==> config.mk <==
export PLATFORM = sky130hd
export DESIGN_NAME = static_linked_list
export DESIGN_NICKNAME = d
export VERILOG_FILES = /design/src/rtl/sll_pkg.sv /design/src/rtl/sll_datapath.sv /design/src/rtl/sll_controller.sv /design/src/rtl/static_linked_list.sv
export SDC_FILE = /design/constraint.sdc
export NUM_CORES = 2
export LEC_CHECK = 0
export ABC_AREA = 0
export BUFFER_PORTS_ARGS = -buffer_cell sky130_fd_sc_hd__buf_2
export CAP_MARGIN = 20
export CORE_ASPECT_RATIO = 0.6
export CORE_MARGIN = 2
export CORE_UTILIZATION = 45
export DETAILED_ROUTE_END_ITERATION = 10
export SYNTH_ARGS = -nofsm -noshare
export SYNTH_HDL_FRONTEND = slang
export SYNTH_SLANG_ARGS = --single-unit
==> constraint.sdc <==
create_clock -name clk -period 5 [get_ports clk]
set_input_delay 1 -clock clk [delete_from_list [all_inputs] [get_ports clk]]
set_output_delay 1 -clock clk [all_outputs]
set_load 0.01 [all_outputs]
==> src/rtl/sll_pkg.sv <==
// Shared types, constants and helpers for the static linked list block.
package sll_pkg;

  localparam int MAX_NODES = 64;
  localparam int SLOT_W = 7;
  localparam int ADDR_W = 6;
  localparam int POS_W = 8;
  localparam int DATA_W = 32;
  localparam int KIND_W = 2;

  localparam logic [SLOT_W-1:0] CAP_RESET = SLOT_W'(MAX_NODES);

  localparam logic [KIND_W-1:0] KIND_INSERT = 2'd0;
  localparam logic [KIND_W-1:0] KIND_GET    = 2'd1;
  localparam logic [KIND_W-1:0] KIND_DELETE = 2'd2;
  localparam logic [KIND_W-1:0] KIND_CLEAR  = 2'd3;

  typedef struct packed {
    logic [KIND_W-1:0] kind;
    logic [POS_W-1:0]  pos;
    logic [DATA_W-1:0] value;
  } in_word_t;

  typedef struct packed {
    logic              ok;
    logic [DATA_W-1:0] value_out;
    logic [SLOT_W-1:0] length;
  } out_word_t;

  // Commands from the controller to the datapath.
  typedef struct packed {
    logic load_item;
    logic clear_list;
    logic scan_step;
    logic take_slot;
    logic walk_step;
    logic fetch_obj;
    logic finish_get;
    logic unlink;
    logic link_new;
    logic link_prev;
    logic post;
  } cmd_t;

  // Status from the datapath to the controller.
  typedef struct packed {
    logic [KIND_W-1:0] kind;
    logic              can_insert;
    logic              pos_ok;
    logic              scan_end;
    logic              scan_free;
    logic              walk_more;
    logic              out_busy;
  } status_t;

  // Slots are numbered from 1; memories are indexed from 0.
  function automatic logic [ADDR_W-1:0] slot_addr(input logic [SLOT_W-1:0] slot);
    logic [SLOT_W-1:0] t;
    t = slot - SLOT_W'(1);
    return t[ADDR_W-1:0];
  endfunction

endpackage

==> src/rtl/sll_datapath.sv <==
// Datapath of the static linked list: slot stores, walk registers and result register.
module sll_datapath import sll_pkg::*; (
  input  logic              clk,
  input  logic              rst,
  input  logic              cfg_we,
  input  logic [SLOT_W-1:0] cfg_wdata,
  input  in_word_t          in_word,
  input  cmd_t              cmd,
  output status_t           status,
  output logic              out_valid,
  input  logic              out_ready,
  output out_word_t         out_word
);

  logic [SLOT_W-1:0]    cap_reg;
  logic [SLOT_W-1:0]    cap;
  in_word_t             item;
  logic [MAX_NODES-1:0] used;
  logic [SLOT_W-1:0]    header;
  logic [SLOT_W-1:0]    count;
  logic [SLOT_W-1:0]    idx;
  logic [POS_W-1:0]     step;
  logic [SLOT_W-1:0]    cur;
  logic [SLOT_W-1:0]    slot;
  logic [SLOT_W-1:0]    obj;
  logic                 res_ok;
  logic [DATA_W-1:0]    res_val;
  logic [SLOT_W-1:0]    nxt;

  logic [SLOT_W-1:0]    link_mem [MAX_NODES];
  logic [DATA_W-1:0]    pay_mem  [MAX_NODES];
  logic [SLOT_W-1:0]    link_rdata;
  logic [DATA_W-1:0]    pay_rdata;
  logic                 link_we;
  logic [ADDR_W-1:0]    link_waddr;
  logic [SLOT_W-1:0]    link_wdata;

  assign cap = (cap_reg > SLOT_W'(MAX_NODES)) ? SLOT_W'(MAX_NODES) : cap_reg;
  // Link of the current slot: the header for slot 0, else the last link read.
  assign nxt = (cur == '0) ? header : link_rdata;

  assign status.kind       = item.kind;
  assign status.can_insert = count < cap;
  assign status.pos_ok     = item.pos < POS_W'(count);
  assign status.scan_end   = idx > cap;
  assign status.scan_free  = !used[slot_addr(idx)];
  assign status.walk_more  = (step < item.pos) && (nxt != '0);
  assign status.out_busy   = out_valid && !out_ready;

  always_comb begin
    link_we    = 1'b0;
    link_waddr = slot_addr(cur);
    link_wdata = slot;
    if (cmd.link_new) begin
      link_we    = 1'b1;
      link_waddr = slot_addr(slot);
      link_wdata = nxt;
    end else if (cmd.link_prev && cur != '0) begin
      link_we = 1'b1;
    end else if (cmd.unlink && cur != '0) begin
      link_we    = 1'b1;
      link_wdata = link_rdata;
    end
  end

  always_ff @(posedge clk) begin
    if (link_we) begin
      link_mem[link_waddr] <= link_wdata;
    end
    if (cmd.walk_step || cmd.fetch_obj) begin
      link_rdata <= link_mem[slot_addr(nxt)];
    end
  end

  always_ff @(posedge clk) begin
    if (cmd.link_new) begin
      pay_mem[slot_addr(slot)] <= item.value;
    end
    if (cmd.fetch_obj) begin
      pay_rdata <= pay_mem[slot_addr(nxt)];
    end
  end

  // Control registers.
  always_ff @(posedge clk) begin
    if (rst) begin
      cap_reg   <= CAP_RESET;
      used      <= '0;
      header    <= '0;
      count     <= '0;
      out_valid <= 1'b0;
    end else begin
      if (cfg_we) begin
        cap_reg <= cfg_wdata;
      end
      if (cmd.clear_list) begin
        used   <= '0;
        header <= '0;
        count  <= '0;
      end
      if (cmd.link_prev) begin
        used[slot_addr(slot)] <= 1'b1;
        count <= count + SLOT_W'(1);
        if (cur == '0) begin
          header <= slot;
        end
      end
      if (cmd.unlink) begin
        used[slot_addr(obj)] <= 1'b0;
        count <= count - SLOT_W'(1);
        if (cur == '0) begin
          header <= link_rdata;
        end
      end
      if (cmd.post) begin
        out_valid <= 1'b1;
      end else if (out_ready) begin
        out_valid <= 1'b0;
      end
    end
  end

  // Payload and walk registers.
  always_ff @(posedge clk) begin
    if (cmd.load_item) begin
      item    <= in_word;
      idx     <= SLOT_W'(1);
      step    <= '0;
      cur     <= '0;
      res_ok  <= 1'b0;
      res_val <= '0;
    end
    if (cmd.scan_step) begin
      idx <= idx + SLOT_W'(1);
    end
    if (cmd.take_slot) begin
      slot <= idx;
    end
    if (cmd.walk_step) begin
      cur  <= nxt;
      step <= step + POS_W'(1);
    end
    if (cmd.fetch_obj) begin
      obj <= nxt;
    end
    if (cmd.clear_list || cmd.link_prev) begin
      res_ok <= 1'b1;
    end
    if (cmd.finish_get || cmd.unlink) begin
      res_ok  <= 1'b1;
      res_val <= pay_rdata;
    end
    if (cmd.post) begin
      out_word.ok        <= res_ok;
      out_word.value_out <= res_val;
      out_word.length    <= count;
    end
  end

  a_count_matches_used: assert property (@(posedge clk) disable iff (rst)
    $countones(used) == int'(count))
    else $error("entry count differs from the number of used slots");

  a_header_empty: assert property (@(posedge clk) disable iff (rst)
    (count == '0) == (header == '0))
    else $error("header link disagrees with the entry count");

  a_post_when_free: assert property (@(posedge clk) disable iff (rst)
    cmd.post |-> !status.out_busy)
    else $error("result posted over a word not yet taken");

  a_insert_counts: assert property (@(posedge clk) disable iff (rst)
    cmd.link_prev |=> count == $past(count) + SLOT_W'(1))
    else $error("insert did not raise the entry count");

endmodule

==> src/rtl/sll_controller.sv <==
// Controller state machine of the static linked list.
module sll_controller import sll_pkg::*; (
  input  logic    clk,
  input  logic    rst,
  input  logic    in_valid,
  output logic    in_ready,
  input  status_t status,
  output cmd_t    cmd
);

  localparam logic [3:0] ST_IDLE      = 4'd0;
  localparam logic [3:0] ST_DECODE    = 4'd1;
  localparam logic [3:0] ST_SCAN      = 4'd2;
  localparam logic [3:0] ST_WALK      = 4'd3;
  localparam logic [3:0] ST_FETCH     = 4'd4;
  localparam logic [3:0] ST_FINISH    = 4'd5;
  localparam logic [3:0] ST_LINK_NEW  = 4'd6;
  localparam logic [3:0] ST_LINK_PREV = 4'd7;
  localparam logic [3:0] ST_DONE      = 4'd8;

  logic [3:0] state;
  logic [3:0] state_next;

  assign in_ready = (state == ST_IDLE);

  always_comb begin
    cmd        = '0;
    state_next = state;
    unique case (state)
      ST_IDLE: begin
        if (in_valid) begin
          cmd.load_item = 1'b1;
          state_next    = ST_DECODE;
        end
      end
      ST_DECODE: begin
        unique case (status.kind)
          KIND_INSERT: state_next = status.can_insert ? ST_SCAN : ST_DONE;
          KIND_GET, KIND_DELETE: state_next = status.pos_ok ? ST_WALK : ST_DONE;
          default: begin
            cmd.clear_list = 1'b1;
            state_next     = ST_DONE;
          end
        endcase
      end
      ST_SCAN: begin
        priority if (status.scan_end) begin
          state_next = ST_DONE;
        end else if (status.scan_free) begin
          cmd.take_slot = 1'b1;
          state_next    = ST_WALK;
        end else begin
          cmd.scan_step = 1'b1;
        end
      end
      ST_WALK: begin
        priority if (status.walk_more) begin
          cmd.walk_step = 1'b1;
        end else if (status.kind == KIND_INSERT) begin
          state_next = ST_LINK_NEW;
        end else begin
          state_next = ST_FETCH;
        end
      end
      ST_FETCH: begin
        cmd.fetch_obj = 1'b1;
        state_next    = ST_FINISH;
      end
      ST_FINISH: begin
        if (status.kind == KIND_DELETE) begin
          cmd.unlink = 1'b1;
        end else begin
          cmd.finish_get = 1'b1;
        end
        state_next = ST_DONE;
      end
      ST_LINK_NEW: begin
        cmd.link_new = 1'b1;
        state_next   = ST_LINK_PREV;
      end
      ST_LINK_PREV: begin
        cmd.link_prev = 1'b1;
        state_next    = ST_DONE;
      end
      ST_DONE: begin
        if (!status.out_busy) begin
          cmd.post   = 1'b1;
          state_next = ST_IDLE;
        end
      end
      default: state_next = ST_IDLE;
    endcase
  end

  always_ff @(posedge clk) begin
    if (rst) begin
      state <= ST_IDLE;
    end else begin
      state <= state_next;
    end
  end

  a_accept_starts: assert property (@(posedge clk) disable iff (rst)
    (in_valid && in_ready) |=> state == ST_DECODE)
    else $error("accepted word did not start an operation");

  a_post_returns_idle: assert property (@(posedge clk) disable iff (rst)
    cmd.post |=> in_ready)
    else $error("controller not idle after posting a result");

  a_one_write_phase: assert property (@(posedge clk) disable iff (rst)
    cmd.link_new |=> cmd.link_prev)
    else $error("insert link sequence broken");

endmodule

==> src/rtl/static_linked_list.sv <==
// Top level of the static linked list: controller and datapath joined by command and status.
//
// The block keeps an ordered list of 32-bit words in a pool of 64 slots chained by
// next links, with a header link that points at the first entry. Each input word asks
// for one operation (insert, get, delete or clear) and produces exactly one result word
// carrying ok, the payload read or removed, and the length after the operation. One
// operation is in flight at a time. An insert first scans the used-slot bits one slot
// per cycle for the lowest free slot within the capacity, then walks the links one
// step per cycle, then relinks the new slot and its predecessor. The walk rate is set
// by the single read port of the link memory, whose read data is registered. The finished
// result sits in an output register, so a new word is accepted while the previous
// result waits to be taken. The capacity register (reset 64, values above 64 act as 64)
// limits the free-slot search and the full test; it should be written only while the
// block is idle.
module static_linked_list import sll_pkg::*; (
  input  logic              clk,
  input  logic              rst,
  input  logic              cfg_we,
  input  logic [SLOT_W-1:0] cfg_wdata,
  input  logic              in_valid,
  output logic              in_ready,
  input  in_word_t          in_word,
  output logic              out_valid,
  input  logic              out_ready,
  output out_word_t         out_word
);

  cmd_t    cmd;
  status_t status;

  // The controller sequences each operation through its scan, walk, fetch and relink phases.
  sll_controller u_ctrl (
    .clk      (clk),
    .rst      (rst),
    .in_valid (in_valid),
    .in_ready (in_ready),
    .status   (status),
    .cmd      (cmd)
  );

  // The datapath holds the link and payload memories, used bits and the result word.
  sll_datapath u_dp (
    .clk       (clk),
    .rst       (rst),
    .cfg_we    (cfg_we),
    .cfg_wdata (cfg_wdata),
    .in_word   (in_word),
    .cmd       (cmd),
    .status    (status),
    .out_valid (out_valid),
    .out_ready (out_ready),
    .out_word  (out_word)
  );

endmodule
# Word-level counts from Yosys, hierarchy flattened
# Memories as Yosys holds them, arrays and structs flattened. A register that Yosys moved wholly into a read port is not among the register bits.
# Cells that the tools add are included.
[word_totals] register_bits=240 mem_bits_rw=2496 input_bits=54 output_inout_bits=42 elab_cells=152 n_memories=2
[op_classes] n_addsub=9 order_cmp=10 n_eq_ne=14 n_mux=70 bitwise=3 reduce_logical=25
[mem_list] memory="u_dp.pay_mem" words=64 word_bits=32 read_ports=1 rd_clocked_by_memory_dff=1 write_ports=1 line_no="sll_datapath.sv:31" rtl="logic [DATA_W-1:0] pay_mem [MAX_NODES];"
[mem_list] memory="u_dp.link_mem" words=64 word_bits=7 read_ports=1 rd_clocked_by_memory_dff=1 write_ports=1 line_no="sll_datapath.sv:30" rtl="logic [SLOT_W-1:0] link_mem [MAX_NODES];"
[op_table] op="64-bit 2-to-1 mux" count=5
[op_table] op="7-bit 2-to-1 mux" count=17
[op_table] op="64-bit bitwise AND" count=1
[op_table] op="32-bit 2-to-1 mux" count=2
[op_table] op="64-bit NOT" count=1
[op_table] op="64-bit OR" count=1
[op_table] op="4-bit one-hot mux with 8 select lines" count=1
[op_table] op="6-bit by 1-bit subtractor with 6-bit output, second input constant" count=5
[op_table] op="4-bit 2-to-1 mux" count=7
[op_table] op="1-bit 2-to-1 mux" count=27
[op_table] op="6-bit by 7-bit < comparator with 1-bit output, second input constant" count=3
[op_table] op="4-bit by 3-bit == test with 1-bit output, second input constant" count=4
[op_table] op="8-bit 2-to-1 mux" count=2
[op_table] op="7-bit by 1-bit adder with 7-bit output, second input constant" count=2
[op_table] op="7-bit nonzero test" count=2
[op_table] op="1-bit demux with 6-bit select" count=2
[op_table] op="6-bit by 1-bit >= comparator with 1-bit output, second input constant" count=2
[op_table] op="8-bit by 1-bit adder with 8-bit output, second input constant" count=1
[op_table] op="4-bit by 2-bit == test with 1-bit output, second input constant" count=2
[op_table] op="8-bit by 7-bit < comparator with 1-bit output" count=1
[op_table] op="8-bit < comparator" count=1
[op_table] op="2-bit 2-to-1 mux" count=4
[op_table] op="4-bit one-hot mux with 2 select lines" count=1
[op_table] op="2-bit nonzero test" count=4
[op_table] op="other kinds (22)" count=33

# Depth between registers and ports, before layout
[depth] word_depth=11 depth_mapped=23 ltp_nobuf=14

# Modules after synthesis
# A second synthesis with hierarchy kept.
[unflattened] cells_unflattened=5175 hier_area_um2=108233.8
[by_module_without_submodules] module="sll_datapath" instances=1 cells_each=5113 area_per_inst_um2=107745.8 seq_area_each_um2=82339.0
[by_module_without_submodules] module="sll_controller" instances=1 cells_each=62 area_per_inst_um2=488.0 seq_area_each_um2=80.1

# Worst setup path after synthesis
# OpenSTA, ideal clock, no wires.
[synth_timing] path_type="register -> register" from="register u_dp.cur[0]" to="register u_dp.link_rdata[0] (read register of u_dp.link_mem) (data pin)" setup_time_ns=0.275 t_arrival_ns=4.542 t_required_ns=4.725 setup_slack_ns=0.184 stages_incl_launch_ff=23 n_path_buf=11 cell_sequence="edfxtp_1 > inv_1 > ha_1 > or3b_4 > o21ai_2 > and2_4 > buf_8 > buf_12 > buf_12 > buf_6 > buf_4 > buf_2 > ha_1 > clkbuf_1 > buf_2 > buf_1 > clkbuf_1 > clkbuf_1 > mux4_2 > mux2i_1 > o32ai_1 > a21oi_1 > o221ai_1"
[synth_between] elab_chain_cells=7 elab_cells_between_ends=8 classes_between="add/sub (1); mux (3); reduce/logical (4)"
[synth_rtl] item="start, declared" line_no="sll_datapath.sv:23" rtl="logic [SLOT_W-1:0] cur;"
[synth_rtl] item="start signal, assigned" line_no="sll_datapath.sv:140" rtl="cur <= nxt;"
[synth_rtl] item="7-bit logical NOT (*)" line_no="sll_datapath.sv:40" rtl="assign nxt = (cur == '0) ? header : link_rdata;"
[synth_rtl] item="7-bit 2-to-1 mux (*)" line_no="sll_datapath.sv:40"
[synth_rtl] item="7-bit nonzero test" line_no="sll_datapath.sv:47" rtl="assign status.walk_more = (step < item.pos) && (nxt != '0);"
[synth_rtl] item="1-bit logical AND" line_no="sll_datapath.sv:47"
[synth_rtl] item="1-bit 2-to-1 mux" line_no="sll_controller.sv:57" rtl="priority if (status.walk_more) begin"
[synth_rtl] item="1-bit 2-to-1 mux" line_no="sll_controller.sv:29" rtl="unique case (state)"
[synth_rtl] item="1-bit logical OR" line_no="sll_datapath.sv:70" rtl="if (cmd.walk_step || cmd.fetch_obj) begin"
[synth_rtl] item="end, declared" line_no="sll_datapath.sv:32" rtl="logic [SLOT_W-1:0] link_rdata;"
# Mark *: on every way between the ends. The rest lies on a longest branch, timed or not.
# A chain may end at the register's enable or synchronous reset.

# Final worst setup path
[layout_timing] from="register u_dp.cur[0]" to="register u_dp.pay_rdata[0] (read register of u_dp.pay_mem) (data pin)"
[layout_between] elab_chain_cells=3
[layout_rtl] item="7-bit logical NOT" line_no="sll_datapath.sv:40"
[layout_rtl] item="7-bit 2-to-1 mux" line_no="sll_datapath.sv:40"
[layout_rtl] item="6-bit by 1-bit subtractor with 6-bit output" line_no="sll_pkg.sv:59" rtl="t = slot - SLOT_W'(1);"
[layout_rtl] item="end, declared" line_no="sll_datapath.sv:33" rtl="logic [DATA_W-1:0] pay_rdata;"
# Every way passes these cells.

==> metrics.txt <==
Yosys warning total 0; Critical Path, Cell by Cell inv_1, ha_1, or3b_4, o21ai_2, and2_4, buf_12, buf_12, mux4_2, a21o_1, o22ai_1, nor4_2; Placement Setup Slack roughly 220 ps; Slew Limit Fails 0; Final Skew 48.8 ps; Routed Wire Length approximately 310000 um; core area between 200000 and 250000 um2; period utilization 95.8%; CTS Sinks between 2000 and 3000; Synth Net Count between 6000 and 7000; EDFF count, synth between 2000 and 3000; Worst Path Arrival approximately 5300 ps; Area Overhead vs Synth 14.1%; H-tree levels 5; max cap viols 0; initial antenna violation count 19; worst-skew pair later-pin latency 840 ps; CTS Buffer Depth 4; worst endpoint required time roughly 5500 ps; Total Neg Setup Slack 0 ps; switching share of power between 20% and 30%; max reg flops about 2000; # setup viols final 0; Lkg Pwr 39.7 nW; Rows around 140; CTS tree done; Vias per Instance between 6 and 7; total power about 49 mW; Post-DRT Antenna Nets 0; die width 639 um; largest net degree at the start of global routing 128; share of total power in sequential cells between 50% and 60%; net switching power around 11 mW; placer's final routability congestion estimate between 0.8 and 0.9; Comb power frac roughly 5.3%; Most flops, register u_dp.pay_mem; clock-pin slew on the worst setup and hold paths approximately 70 ps; Largest regs u_dp.pay_mem: 2048 flops, u_dp.link_mem: 448 flops, u_dp.used: 64 flops; Tmin final between 4000 and 5000 ps; Max transition margin around 13%; peak supply drop about 0.29 mV; initial DRC count slightly above 9000; drt pass-1 iters 8; Worst Setup Start Kind flip-flop; Hold Path Class in2reg; # DRC 0; die height just under 400 um; vias in the first global route between 50000 and 60000; PortBufs 95; root buf cell clkbuf_16; first-pass GRT wire length 440000 um; kind of critical path reg2reg; max incr delay on CP 980 ps; clock share of power around two fifths; flops & latches, synth around 2800; most used cell along the critical path buf_12; Seq/Total Area, Yosys between 70% and 80%; critical-path maximum fanout between 100 and 150; Routed wire per std cell 32.0 um; CTS buffer count 267; dpl cell area ~120000 um2; post-route cell area 124000 um2; Post-Syn Area per Cell between 15 and 20 um2; global route total overflow 0; share of cells above drive strength 1 roughly 22%; dominant synthesized flop cell edfxtp_1; number of library cell types mapped by synthesis 75; maximum clock rate 209 MHz; status finished, final reports clean; # nets final about 6500; Synth async-reset ratio 0%; final hold slack 344 ps; Setup WS post-layout about 210 ps; Power Density ~390 nW/um2; synthesized instance count approximately 6000; CP top delay family compound AO/OA/AOI/OAI gates; via count 60900; P_int roughly 38 mW; fill cell count ~19000; CP Buf/Inv Count 3; die area between 200000 and 250000 um2; Critical Path Sink Type flip-flop; RSZ-0062 raised after global routing true; io pins 96; synthesized area approximately 110000 um2; starting density of the core between 40 and 50%; worst slew pin tran around 1300 ps; final hold violations 0; Overall Global Routing Usage approximately 25%; Slowest cell on crit path o22ai_1; Setup Buffers After CTS 0; DP Wirelength between 150000 and 200000 um
-- power groups by stage --
stage	Clock, mW	Sequential (mW)	Combinational (mW)
6_report	20.2	26.0	2.57
5_1_grt	21.3	26.0	2.72
4_1_cts	20.5	26.0	2.51
3_5_place_dp	0	26.5	2.50
3_3_place_gp	0	26.5	2.45
2_1_floorplan	0	26.7	1.15
-- Yosys cell counts, drive strengths merged (42+ instances only) --
| cell type | n | area share, % |
|---|---|---|
| buf | 138 | 1.1 |
| and2 | 42 | 0.24 |
| nor2 | 328 | 1.1 |
| mux4 | 481 | 10 |
| a31oi | 73 | 0.42 |
| edfxtp | 2684 | 74 |
| dfxtp | 91 | 1.7 |
| nand2 | 627 | 2.2 |
| o21ai | 125 | 0.58 |
| nand3 | 207 | 0.95 |
| clkbuf | 191 | 0.66 |
| nor4 | 46 | 0.45 |
| a21o | 145 | 1.0 |
| mux2i | 108 | 1.0 |
| inv | 48 | 0.17 |
| o22ai | 51 | 0.29 |
| a211oi | 82 | 0.57 |
| a32oi | 71 | 0.57 |
| a22oi | 71 | 0.49 |
-- routing by layer --
metal	GRT usage, %	share of wire, %	up-vias
li1	-	-	24900
met1	40.5	45	31900
met2	32.2	39	3683
met3	9.54	15	353
met4	3.87	1.4	10
met5	0	0.020	-
-- per-stage QoR --
step	util, %	std cells
after global placement	48.2	9291
after detailed placement	48.2	9297
after global routing	51.8	9763
final	51.8	9767
after floorplan	-	5990
after CTS	51.8	9760
-- worst reg2reg max path: cells and delay by family (launching register included) --
kind,cells,cell delay [ps]
buffers and inverters,3,1060
AO/OA/AOI/OAI,3,1370
multiplexers,1,650
adder cells (fa/ha/maj),1,190
flip-flops,1,440
AND/OR/NAND/NOR,3,760
-- worst paths after layout --
kind / from / to / slack, ps / depth (start not counted)
hold / removal: in_word[38] / u_dp.item[38] / 340 / 1
setup reg to reg: u_dp.cur[0] / u_dp.pay_rdata[0] / 210 / 11
setup / recovery: u_dp.cur[0] / u_dp.pay_rdata[0] / 210 / 11
hold reg to reg: u_dp.res_val[29] / u_dp.out_word[36] / 420 / 0
-- timing repair --
item                       in CTS  in global routing
setup endpoints to repair       0                  7
gates resized for setup         0                 10
hold buffers                    0                  0
-- layout make-up --
cell class	instances	area [um2]	area share [%]
multi-input combinational	2838	25300	20.3
sequential	2775	82400	66.3
antenna	4	10.0	0.00805
tap	3172	3970	3.19
clock buffer	341	7220	5.81
inverter	48	188	0.151
clock inverter	122	1300	1.04
timing repair buffer	467	3990	3.21
-- cells in the final DEF (no fill, tap or decap), types with 38 or more instances in the layout --
master	netlist	final
a211oi_1	80	80
a21o_1	145	143
a21oi_1	40	40
a22oi_1	71	71
a31oi_1	73	71
a32oi_1	71	71
and2_1	40	39
buf_12	7	58
buf_2	35	97
buf_4	27	311
clkbuf_1	190	61
clkbuf_16	0	279
clkinv_1	0	45
dfxtp_1	91	91
edfxtp_1	2684	2684
ha_1	39	38
inv_1	47	46
mux2i_1	107	106
mux4_2	473	473
nand2_1	627	626
nand3_1	207	204
nor2_1	327	251
nor2_4	1	77
nor3_1	40	39
o21ai_0	121	118
o22ai_1	51	51
-- logic make-up (layout without fill, tap and decap cells) --
kind of cell,Yosys count,in the layout,synth area share [%]
DFF,2775,2775,75.6
other,0,4,0
buffers and inverters,377,978,1.89
adders and majority gates,39,39,0.448
xor gates and xnor gates,31,31,0.249
and+or+nand+nor,1410,1410,5.86
muxes,594,594,11.0
AOI/OAI and AO/OA,764,764,4.94
(Power assumes the default switching activity.)
